File: src/design/bkt_pkg.sv
package bkt_pkg;

  // field widths
  localparam int unsigned CMD_W    = 2;
  localparam int unsigned STATUS_W = 3;
  localparam int unsigned KEY_W    = 24;
  localparam int unsigned VAL_W    = 32;
  localparam int unsigned ENTRY_W  = KEY_W + VAL_W;

  // most results one list transaction may produce
  localparam int unsigned OUT_LIMIT = 16;
  localparam int unsigned ECNT_W    = $clog2(OUT_LIMIT);

  typedef enum logic [CMD_W-1:0] {
    CMD_ADD    = 2'd0,
    CMD_SEARCH = 2'd1,
    CMD_DELETE = 2'd2,
    CMD_LIST   = 2'd3
  } cmd_t;

  typedef enum logic [STATUS_W-1:0] {
    ST_ADDED   = 3'd0,
    ST_FULL    = 3'd1,
    ST_FOUND   = 3'd2,
    ST_MISSING = 3'd3,
    ST_DELETED = 3'd4,
    ST_ENTRY   = 3'd5,
    ST_EMPTY   = 3'd6
  } status_t;

  typedef enum logic [2:0] {
    S_IDLE,
    S_SCAN,
    S_SHIFT,
    S_LIST,
    S_RESP
  } state_t;

  // one result transaction
  typedef struct packed {
    status_t           status;
    logic [KEY_W-1:0]  key;
    logic [VAL_W-1:0]  value;
    logic              last;
  } res_t;

endpackage

File: src/design/bkt_ram.sv
module bkt_ram #(
  parameter int unsigned WIDTH = 8,
  parameter int unsigned DEPTH = 16
) (
  input  logic                                  clk,
  input  logic                                  we,
  input  logic [(DEPTH > 1 ? $clog2(DEPTH) : 1)-1:0] waddr,
  input  logic [WIDTH-1:0]                      wdata,
  input  logic                                  re,
  input  logic [(DEPTH > 1 ? $clog2(DEPTH) : 1)-1:0] raddr,
  output logic [WIDTH-1:0]                      rdata
);

  logic [WIDTH-1:0] mem [DEPTH];

  // write port
  always_ff @(posedge clk) begin
    if (we) begin
      mem[waddr] <= wdata;
    end
  end

  // registered read, holds while not enabled
  always_ff @(posedge clk) begin
    if (re) begin
      rdata <= mem[raddr];
    end
  end

endmodule

File: src/design/bkt_seq.sv
module bkt_seq #(
  parameter int unsigned CAPACITY = 16
) (
  input  logic                         clk,
  input  logic                         rst,
  // command side
  input  logic                         in_valid,
  output logic                         in_ready,
  input  bkt_pkg::cmd_t                in_cmd,
  input  logic [bkt_pkg::KEY_W-1:0]    in_key,
  input  logic [bkt_pkg::VAL_W-1:0]    in_value,
  // result side
  output logic                         res_valid,
  input  logic                         res_ready,
  output bkt_pkg::res_t                res,
  // table memory
  output logic                         mem_we,
  output logic [(CAPACITY > 1 ? $clog2(CAPACITY) : 1)-1:0] mem_waddr,
  output logic [bkt_pkg::ENTRY_W-1:0]  mem_wdata,
  output logic                         mem_re,
  output logic [(CAPACITY > 1 ? $clog2(CAPACITY) : 1)-1:0] mem_raddr,
  input  logic [bkt_pkg::ENTRY_W-1:0]  mem_rdata
);

  localparam int unsigned AW = (CAPACITY > 1) ? $clog2(CAPACITY) : 1;
  localparam int unsigned CW = $clog2(CAPACITY + 1);

  // physical slot p holds the entry at newest-first position fill-1-p
  bkt_pkg::state_t              state, state_next;
  logic [CW-1:0]                fill, fill_next;
  logic [AW-1:0]                ptr, ptr_next;
  logic [bkt_pkg::ECNT_W-1:0]   ecnt, ecnt_next;
  logic                         del, del_next;
  logic [bkt_pkg::KEY_W-1:0]    key_r, key_next;
  bkt_pkg::res_t                resp, resp_next;

  logic [bkt_pkg::KEY_W-1:0]    rd_key;
  logic [bkt_pkg::VAL_W-1:0]    rd_val;
  logic                         match;
  logic                         at_top;
  logic                         shift_done;
  logic                         list_last;
  logic                         full;
  logic                         empty;

  assign rd_key     = mem_rdata[bkt_pkg::KEY_W-1:0];
  assign rd_val     = mem_rdata[bkt_pkg::ENTRY_W-1:bkt_pkg::KEY_W];
  assign match      = (rd_key == key_r);
  assign at_top     = ((CW'(ptr) + CW'(1)) == fill);
  assign shift_done = ((CW'(ptr) + CW'(2)) == fill);
  assign list_last  = (ptr == '0) || (ecnt == bkt_pkg::ECNT_W'(bkt_pkg::OUT_LIMIT - 1));
  assign full       = (fill == CW'(CAPACITY));
  assign empty      = (fill == '0);

  // state register and datapath registers
  always_ff @(posedge clk) begin
    if (rst) begin
      state <= bkt_pkg::S_IDLE;
      fill  <= '0;
    end else begin
      state <= state_next;
      fill  <= fill_next;
    end
  end

  always_ff @(posedge clk) begin
    ptr   <= ptr_next;
    ecnt  <= ecnt_next;
    del   <= del_next;
    key_r <= key_next;
    resp  <= resp_next;
  end

  // next state
  always_comb begin
    state_next = state;
    unique case (state)
      bkt_pkg::S_IDLE: begin
        if (in_valid) begin
          unique case (in_cmd)
            bkt_pkg::CMD_ADD:    state_next = bkt_pkg::S_RESP;
            bkt_pkg::CMD_SEARCH,
            bkt_pkg::CMD_DELETE: state_next = empty ? bkt_pkg::S_RESP : bkt_pkg::S_SCAN;
            bkt_pkg::CMD_LIST:   state_next = empty ? bkt_pkg::S_RESP : bkt_pkg::S_LIST;
            default:             state_next = bkt_pkg::S_IDLE;
          endcase
        end
      end
      bkt_pkg::S_SCAN: begin
        if (match) begin
          if (!del || at_top) begin
            state_next = bkt_pkg::S_RESP;
          end else begin
            state_next = bkt_pkg::S_SHIFT;
          end
        end else if (ptr == '0) begin
          state_next = bkt_pkg::S_RESP;
        end
      end
      bkt_pkg::S_SHIFT: begin
        if (shift_done) begin
          state_next = bkt_pkg::S_RESP;
        end
      end
      bkt_pkg::S_LIST: begin
        if (res_ready && list_last) begin
          state_next = bkt_pkg::S_IDLE;
        end
      end
      bkt_pkg::S_RESP: begin
        if (res_ready) begin
          state_next = bkt_pkg::S_IDLE;
        end
      end
      default: state_next = bkt_pkg::S_IDLE;
    endcase
  end

  // outputs, memory control and datapath updates
  always_comb begin
    in_ready   = (state == bkt_pkg::S_IDLE);
    res_valid  = 1'b0;
    res        = resp;
    mem_we     = 1'b0;
    mem_waddr  = ptr;
    mem_wdata  = mem_rdata;
    mem_re     = 1'b0;
    mem_raddr  = ptr;
    fill_next  = fill;
    ptr_next   = ptr;
    ecnt_next  = ecnt;
    del_next   = del;
    key_next   = key_r;
    resp_next  = resp;

    unique case (state)
      bkt_pkg::S_IDLE: begin
        if (in_valid) begin
          key_next  = in_key;
          del_next  = (in_cmd == bkt_pkg::CMD_DELETE);
          ecnt_next = '0;
          ptr_next  = AW'(fill - CW'(1));
          mem_raddr = AW'(fill - CW'(1));
          resp_next = '{status: bkt_pkg::ST_MISSING, key: '0, value: '0, last: 1'b1};
          unique case (in_cmd)
            bkt_pkg::CMD_ADD: begin
              if (full) begin
                resp_next.status = bkt_pkg::ST_FULL;
              end else begin
                mem_we           = 1'b1;
                mem_waddr        = AW'(fill);
                mem_wdata        = {in_value, in_key};
                fill_next        = fill + CW'(1);
                resp_next.status = bkt_pkg::ST_ADDED;
              end
            end
            bkt_pkg::CMD_SEARCH,
            bkt_pkg::CMD_DELETE: begin
              mem_re = !empty;
            end
            bkt_pkg::CMD_LIST: begin
              if (empty) begin
                resp_next.status = bkt_pkg::ST_EMPTY;
              end else begin
                mem_re = 1'b1;
              end
            end
            default: begin
              mem_re = 1'b0;
            end
          endcase
        end
      end
      // walk from newest to oldest until the key matches or slot 0 has been checked
      bkt_pkg::S_SCAN: begin
        if (match) begin
          if (!del) begin
            resp_next.status = bkt_pkg::ST_FOUND;
            resp_next.key    = rd_key;
            resp_next.value  = rd_val;
          end else begin
            resp_next.status = bkt_pkg::ST_DELETED;
            if (at_top) begin
              fill_next = fill - CW'(1);
            end else begin
              mem_re    = 1'b1;
              mem_raddr = ptr + AW'(1);
            end
          end
        end else if (ptr != '0) begin
          mem_re    = 1'b1;
          mem_raddr = ptr - AW'(1);
          ptr_next  = ptr - AW'(1);
        end
      end
      // close the gap: slot ptr takes the entry read from slot ptr+1
      bkt_pkg::S_SHIFT: begin
        mem_we    = 1'b1;
        mem_waddr = ptr;
        mem_wdata = mem_rdata;
        if (shift_done) begin
          fill_next = fill - CW'(1);
        end else begin
          ptr_next  = ptr + AW'(1);
          mem_re    = 1'b1;
          mem_raddr = AW'(CW'(ptr) + CW'(2));
        end
      end
      // one entry per transaction, read data holds through stalls
      bkt_pkg::S_LIST: begin
        res_valid = 1'b1;
        res       = '{status: bkt_pkg::ST_ENTRY, key: rd_key, value: rd_val,
                      last: list_last};
        if (res_ready && !list_last) begin
          ptr_next  = ptr - AW'(1);
          ecnt_next = ecnt + bkt_pkg::ECNT_W'(1);
          mem_re    = 1'b1;
          mem_raddr = ptr - AW'(1);
        end
      end
      bkt_pkg::S_RESP: begin
        res_valid = 1'b1;
        res       = resp;
      end
      default: begin
        res_valid = 1'b0;
      end
    endcase
  end

endmodule

File: src/design/bounded_keyed_table_unit.sv
// channel | dir | tdata (low bit up)          | tuser   | tlast
// s_*     | in  | key[23:0], value[55:24]     | cmd     | -
// m_*     | out | found_key[23:0],            | status  | last
//         |     | found_value[55:24]          |         |
//
// search does one memory read per entry scanned from newest to oldest;
// delete scans the same way, then moves each newer entry down one slot at
// one read and one write per cycle. list gives one result per cycle while
// the output is not stalled, each from a registered memory read.
// reset empties the table at once (fill count cleared), no clearing pass.
// a stalled output holds the result register and a sequencer offering a result.
module bounded_keyed_table_unit #(
  parameter int unsigned CAPACITY = 16
) (
  input  logic        clk,
  input  logic        rst,
  input  logic        s_tvalid,
  output logic        s_tready,
  input  logic [55:0] s_tdata,   // key[23:0], value[55:24]
  input  logic [1:0]  s_tuser,   // cmd[1:0]
  output logic        m_tvalid,
  input  logic        m_tready,
  output logic [55:0] m_tdata,   // found_key[23:0], found_value[55:24]
  output logic [2:0]  m_tuser,   // status[2:0]
  output logic        m_tlast
);

  localparam int unsigned AW = (CAPACITY > 1) ? $clog2(CAPACITY) : 1;

  logic                         res_valid;
  logic                         res_ready;
  bkt_pkg::res_t                res;
  logic                         mem_we;
  logic [AW-1:0]                mem_waddr;
  logic [bkt_pkg::ENTRY_W-1:0]  mem_wdata;
  logic                         mem_re;
  logic [AW-1:0]                mem_raddr;
  logic [bkt_pkg::ENTRY_W-1:0]  mem_rdata;

  // table entries, key in the low bits
  bkt_ram #(
    .WIDTH (bkt_pkg::ENTRY_W),
    .DEPTH (CAPACITY)
  ) u_ram (
    .clk   (clk),
    .we    (mem_we),
    .waddr (mem_waddr),
    .wdata (mem_wdata),
    .re    (mem_re),
    .raddr (mem_raddr),
    .rdata (mem_rdata)
  );

  bkt_seq #(
    .CAPACITY (CAPACITY)
  ) u_seq (
    .clk       (clk),
    .rst       (rst),
    .in_valid  (s_tvalid),
    .in_ready  (s_tready),
    .in_cmd    (bkt_pkg::cmd_t'(s_tuser)),
    .in_key    (s_tdata[bkt_pkg::KEY_W-1:0]),
    .in_value  (s_tdata[bkt_pkg::ENTRY_W-1:bkt_pkg::KEY_W]),
    .res_valid (res_valid),
    .res_ready (res_ready),
    .res       (res),
    .mem_we    (mem_we),
    .mem_waddr (mem_waddr),
    .mem_wdata (mem_wdata),
    .mem_re    (mem_re),
    .mem_raddr (mem_raddr),
    .mem_rdata (mem_rdata)
  );

  // output register
  assign res_ready = !m_tvalid || m_tready;

  always_ff @(posedge clk) begin
    if (rst) begin
      m_tvalid <= 1'b0;
    end else if (res_ready) begin
      m_tvalid <= res_valid;
    end
  end

  always_ff @(posedge clk) begin
    if (res_ready && res_valid) begin
      m_tdata <= {res.value, res.key};
      m_tuser <= res.status;
      m_tlast <= res.last;
    end
  end

endmodule

File: config.mk
export PLATFORM = sky130hd
export DESIGN_NAME = bounded_keyed_table_unit
export DESIGN_NICKNAME = d
export VERILOG_FILES = /design/src/design/bkt_pkg.sv /design/src/design/bkt_ram.sv /design/src/design/bkt_seq.sv /design/src/design/bounded_keyed_table_unit.sv
export SDC_FILE = /design/constraint.sdc
export NUM_CORES = 1
export LEC_CHECK = 0
export BUFFER_PORTS_ARGS = -buffer_cell sky130_fd_sc_hd__buf_2
export CAP_MARGIN = 20
export CORE_MARGIN = 3
export CORE_UTILIZATION = 38
export CTS_CLUSTER_DIAMETER = 150
export DETAILED_ROUTE_END_ITERATION = 10
export HOLD_SLACK_MARGIN = 0.06
export PLACE_DENSITY_LB_ADDON = 0.25
export SETUP_SLACK_MARGIN = 0.15
export SYNTH_ARGS = -nofsm -noshare
export SYNTH_HDL_FRONTEND = slang
export SYNTH_HIERARCHICAL = 1
export SYNTH_SLANG_ARGS = --single-unit
File: constraint.sdc
create_clock -name clk -period 8.1 [get_ports clk]
set_input_delay 1.215 -clock clk [delete_from_list [all_inputs] [get_ports clk]]
set_output_delay 1.215 -clock clk [all_outputs]
set_load 0.005 [all_outputs]
Word-level counts from Yosys, hierarchy flattened
Memories as Yosys holds them, arrays and structs flattened. A register that Yosys moved wholly into a read port is not among the register bits.
Index checks and enable logic that the tools add are counted.
{ "word_totals": {"elab_cells": 142, "ff_bits": 161, "output_inout_bits": 62, "input_bits": 62, "ram_bits": 896, "mem_count": 1} }
{ "memory_table": {"columns": ["memory", "depth", "width", "rd", "rd_clocked_by_memory_dff", "wr", "line", "text"], "rows": [
  ["u_ram.mem", 16, 56, 1, 1, 1, "bkt_ram.sv:14", "logic [WIDTH-1:0] mem [DEPTH];"]
]} }
{ "classes": {"n_reduce_logical": 28, "add_sub_neg": 7, "eq_ne": 26, "mux": 67} }
{ "ops": {"columns": ["op", "count"], "rows": [
  ["two-way mux 56 bit", 5],
  ["one-hot mux 59 bit (2 select lines)", 1],
  ["two-way mux 4 bit", 15],
  ["two-way mux 60 bit", 1],
  ["two-way mux 59 bit", 1],
  ["two-way mux 57 bit", 1],
  ["two-way mux 5 bit", 7],
  ["two-way mux 3 bit", 11],
  ["one-hot mux 4 bit (4 select lines)", 2],
  ["equality test 24 bit", 1],
  ["two-way mux 1 bit", 15],
  ["one-hot mux 3 bit (5 select lines)", 1],
  ["one-hot mux 5 bit (3 select lines)", 1],
  ["inequality test 2 x 1 -> 1 bit, second input constant", 7],
  ["inequality test 2 bit, second input constant", 6],
  ["equality test 5 bit", 2],
  ["one-hot mux 3 bit (3 select lines)", 1],
  ["AND reduction 3 bit", 3],
  ["adder 4 x 1 -> 4 bit, second input constant", 2],
  ["one-hot mux 4 bit (2 select lines)", 1],
  ["AND reduction 8 bit", 1],
  ["nonzero test 4 bit", 2],
  ["equality test 3 x 2 -> 1 bit, second input constant", 2],
  ["one-hot mux 3 bit (2 select lines)", 1],
  ["27 further kinds", 38]
]} }

Depth between registers and ports, before layout
{ "depth": {"depth_word": 7, "mapped_depth": 16, "depth_no_buf": 11} }

By module
The synthesis kept the hierarchy.
{ "by_module_without_submodules": {"columns": ["module", "area_each_um2", "cells_each", "seq_area_each_um2", "n_inst"], "rows": [
  ["bkt_ram", 35238.8, 1445, 28587.4, 1],
  ["bkt_seq", 6565.0, 697, 2922.8, 1],
  ["bounded_keyed_table_unit", 1856.8, 65, 1821.7, 1]
]} }

Least setup slack after synthesis
Ideal clock, no wire load.
{ "synth_path": {"path_type": "input port to flip-flop", "from": "input port s_tvalid", "to": "memory u_ram/mem[0][0] in the netlist's numbering, enable pin", "setup_ns": 0.539, "cell_stages": 8, "setup_slack_ns": 0.142, "path_buffers": 2, "t_arrival_ns": 7.420, "cell_sequence": "clkbuf_1 nand2_1 inv_1 nand3_1 clkbuf_1 a32o_1 or3b_2 nor3_1"} }
{ "synth_rtl": {"columns": ["element", "line", "text"], "rows": [
  ["start, declared", "bounded_keyed_table_unit.sv:17", "input logic s_tvalid,"],
  ["two-way mux 4 bit", "bkt_seq.sv:138", "if (in_valid) begin"],
  ["two-way mux 4 bit", "bkt_seq.sv:136", "unique case (state)"],
  ["named net mem_waddr[2]", "bounded_keyed_table_unit.sv:34", "logic [AW-1:0] mem_waddr;"],
  ["end, declared", "bkt_ram.sv:14", null]
]} }
The timed path passes the listed nets, and every way through them passes these cells.

Final worst setup path
{ "layout_path": {"from": "register u_seq.state[1]", "to": "memory u_ram/mem[3][28] in the netlist's numbering, enable pin"} }
{ "layout_rtl": {"columns": ["element", "line", "text"], "rows": [
  ["start, declared", "bkt_seq.sv:29", "bkt_pkg::state_t state, state_next;"],
  ["start signal, assigned", "bkt_seq.sv:58", "state <= bkt_pkg::S_IDLE;"],
  ["start signal, assigned", "bkt_seq.sv:61", "state <= state_next;"],
  ["zero test 3 bit", "bkt_seq.sv:136", null],
  ["two-way mux 4 bit", "bkt_seq.sv:136", null],
  ["named net mem_waddr[0]", "bounded_keyed_table_unit.sv:34", null]
]} }
The timed path passes the listed nets, and every way through them passes these cells.

==> results.tsv <==
stage	metric	value	unit
synth	area share of fa/ha/maj cells after synthesis	0.003725	
critical_path	Critical Path Source Type	flop	
synth	Syn Area/Cell	19.78	um2
synth	Primary FF master, synth	edfxtp_1	
sta	RSZ-0062 raised after global routing	false	
synth	flops & latches, synth	1113	
worst_hold_path	Hold Startpoint	u_seq/resp[8]	
power	Worst VDD drop	210.7	uV
synth	Mapped Cells	2207	
sta	Max Clk Rate	0.1716	GHz
cells_and_area	final std cells w/o fill	3962	
grt	gr usage total	0.1706	
clocking	clk sinks	1113	
clocking	H-tree level count	3	
synth	Compound-Gate Fraction of Synth Area	0.03390	
sta	Setup Total Neg Slack	0	ps
critical_path	CP startpoint	u_seq/state[1]	
die	initial core utilization	0.3855	
sta	period utilisation layout	0.7194	
die	Die X	345.0	um
placed_design	pre-CTS WS	1986	ps
critical_path	critical path peak fanout	31	
synth	Distinct cells, synth	72	
outcome	outcome	complete, no violations	
clocking	Root Driver	clkbuf_16	
sta	Slew Viols, Final	0	
clocking	Setup Fix Bufs, Post-CTS	0	
critical_path	critical path type	reg2reg	
clocking	TritonCTS clock tree	done	
synth	XOR/XNOR share of the synthesized area	0.008368	
clocking	CTS Buffer Depth	3	
grt	largest net degree at the start of global routing	99	
detailed_routing	via/cell ratio	5.471	
sta	Worst-Margin Slew	1072	ps
cells_and_area	fillers	9727	
sta	clock skew	24.36	ps
placed_design	routability cong.	0.8677	
cells_and_area	final core area utilization	0.4409	
synth	synth warn	6	
placed_design	IO Port Bufs	123	
sta	Final WS setup	2273	ps
grt	global-route wire length before repair	149.8	mm
sta	final setup violating endpoints	0	
die	Die Ht	345.0	um
detailed_routing	drt pass-1 iters	5	
sta	post-layout min period	5827	ps
synth	mux cell area share after synthesis	0.1304	
critical_path	Critical Path Max Stage Delay	1020	ps
critical_path	worst path bufs/invs	3	
critical_path	delay-heaviest family, CP	simple AND/OR/NAND/NOR gates	
worst_hold_path	Min-Delay Path Class	reg2reg	
clocking	CTS clock-pin slew for the worst setup and hold paths	70	ps
detailed_routing	Final ANT Viol Nets	0	
clocking	Hold-fix buffers, CTS	0	
synth	Mapped Nets	2282	
die	Core Area	0.1133	mm2
grt	initial antenna violation count	2	
die	number of top-level pins	124	
clocking	Skew-Pair Late Insertion Delay	690	ps
clocking	number of buffers created by CTS	109	
critical_path	reg2reg start	u_seq/state[1]	
critical_path	CP cell instances	nor3_2 -> nand2_1 -> inv_1 -> buf_4 -> nand3_4 -> o21ai_0 -> nand2_1 -> nor2_4 -> buf_4	
critical_path	Setup crit end kind	flop	
synth	number of flops mapped to enable cells by yosys	1104	
sta	final hold violation count	0	
synth	Mapped Area	0.04366	mm2
critical_path	Req. time, crit path	8410	ps
critical_path	Critical-path top delay cell	o21ai_0	
detailed_routing	vias post-DR	21680	
critical_path	worst path arrival time	6130	ps
detailed_routing	DRC viols	0	
detailed_routing	number of DRC markers in iteration 0	2187	
synth	sequential share of the synthesized area	0.7634	
placed_design	dpl cells	3753	
synth	ys async rst share	0	
grt	vias in the first global route	22370	
placed_design	DP Wirelength	55.68	mm
detailed_routing	WL final	100.8	mm
flow_run	maxcap violations	0	
clocking	PostCTS Resize Cnt	0	
power	power per cell area	261.5	mW/mm2
die	die area	0.1190	mm2
power	leakage power	0.01638	uW
cells_and_area	nets@finish	2440	
power	Pwr Total	13060	uW
grt	gr ovfl total	0	
cells_and_area	Layout area overhead	14.38	%
detailed_routing	wire length per cell	25.44	um
synth	largest family of logic cells by synthesized area	multiplexers	
synth	post-synthesis simple-gate area fraction	0.04491	
sta	Slew headroom	0.2781	
die	Row Count	123	
cells_and_area	share of layout cells above drive strength 1	0.2617	
-- state kept, by name (all words and copies together), names as in the netlist --
register     cells
u_seq/resp      59
u_seq/ecnt       4
m_tvalid         1
m_tdata         56
u_seq/del        1
u_seq/key_r     24
u_ram/mem      896
u_seq/fill       5
m_tuser          3
u_ram/rdata     56
u_seq/ptr        4
u_seq/state      3
m_tlast          1
-- kinds of logic after synthesis --
| kind of cell | Yosys count |
|---|---|
| AO/OA/AOI/OAI | 202 |
| multiplexers | 282 |
| AND/OR/NAND/NOR | 422 |
| buffers and inverters | 135 |
| flip-flops | 1113 |
| XOR/XNOR | 40 |
| adder cells (fa/ha/maj) | 13 |
-- report_power, final --
part / switching (uW) / internal (uW)
sequential: 55.5 / 6510
combinational: 805 / 583
clock: 2140 / 2970
-- worst register-to-register path, delay by kind of cell (launching register included) --
kind	cells	cell delay, ps
and+or+nand+nor	5	2720
buffers and inverters	3	1170
DFF	1	510
AOI/OAI and AO/OA	1	1030
-- cell usage after synthesis, drive strengths merged (5+ instances only) --
cell / number / area share
o21a: 5 / 0.00086
xor2: 6 / 0.0012
nand4: 9 / 0.0016
xnor2: 33 / 0.0066
clkbuf: 83 / 0.0071
mux2: 56 / 0.014
o22ai: 5 / 0.00072
a221o: 5 / 0.0011
buf: 37 / 0.0068
nand3: 9 / 0.0010
nand2: 252 / 0.022
or4: 5 / 0.00095
inv: 15 / 0.0013
a22oi: 112 / 0.019
nor2: 39 / 0.0034
dfxtp: 9 / 0.0041
nor3: 13 / 0.0016
edfxtp: 1104 / 0.76
nand2b: 6 / 0.0010
a211oi: 5 / 0.00086
mux4: 224 / 0.12
nor2b: 5 / 0.00072
o31ai: 7 / 0.0012
ha: 13 / 0.0037
and2: 59 / 0.0085
o21ai: 14 / 0.0019
a21oi: 20 / 0.0024
-- through the flow --
stage,instance area (um2),hold slack (ps)
3_5_place_dp,46270,503.6
4_1_cts,49910,513.5
2_1_floorplan,43670,481.8
3_3_place_gp,46230,499.5
5_1_grt,49940,533.3
6_report,49940,511.5
-- cell type report --
| class | instances | area [um2] | area share |
|---|---|---|---|
| antenna | 1 | 2.502 | 0.00005011 |
| clock buffer | 134 | 2864 | 0.05735 |
| clock inverter | 73 | 777.0 | 0.01556 |
| inverter | 15 | 56.30 | 0.001127 |
| multi-input combinational | 959 | 9887 | 0.1980 |
| sequential | 1113 | 33330 | 0.6675 |
| tap | 1500 | 1877 | 0.03758 |
| timing repair buffer | 167 | 1144 | 0.02290 |
-- layout by cell type (no fill, tap or decap), types with 6 or more instances in the layout --
cell / instances
xor2_1: 6
nand3_1: 7
clkbuf_1: 23
mux2_2: 56
mux4_2: 224
buf_2: 123
buf_4: 29
a22oi_1: 112
a21oi_1: 19
nand4_1: 8
nor2_1: 26
ha_1: 13
clkbuf_16: 111
nor3_1: 8
nand2_1: 252
o21ai_0: 13
clkinv_1: 30
xnor2_1: 33
bufinv_16: 14
clkinv_2: 15
buf_12: 12
and2_1: 57
inv_1: 15
dfxtp_1: 9
clkinvlp_4: 7
nor2_4: 13
edfxtp_1: 1104
-- path summary, 6_finish.rpt --
kind	to	slack (ps)	depth (start not counted)
min reg2reg	m_tdata[31]	510	2
min	m_tdata[31]	510	2
max	u_ram/mem[3][28]	2270	9
max reg2reg	u_ram/mem[3][28]	2270	9
-- metal layers --
layer,share of wire,vias to the layer above,GRT usage
li1,-,9271,-
met1,0.43,11520,0.2414
met2,0.49,751,0.2791
met3,0.064,135,0.02384
met4,0.020,0,0.04584
met5,0,-,0
Note: power is estimated with default switching activity, not from simulation.
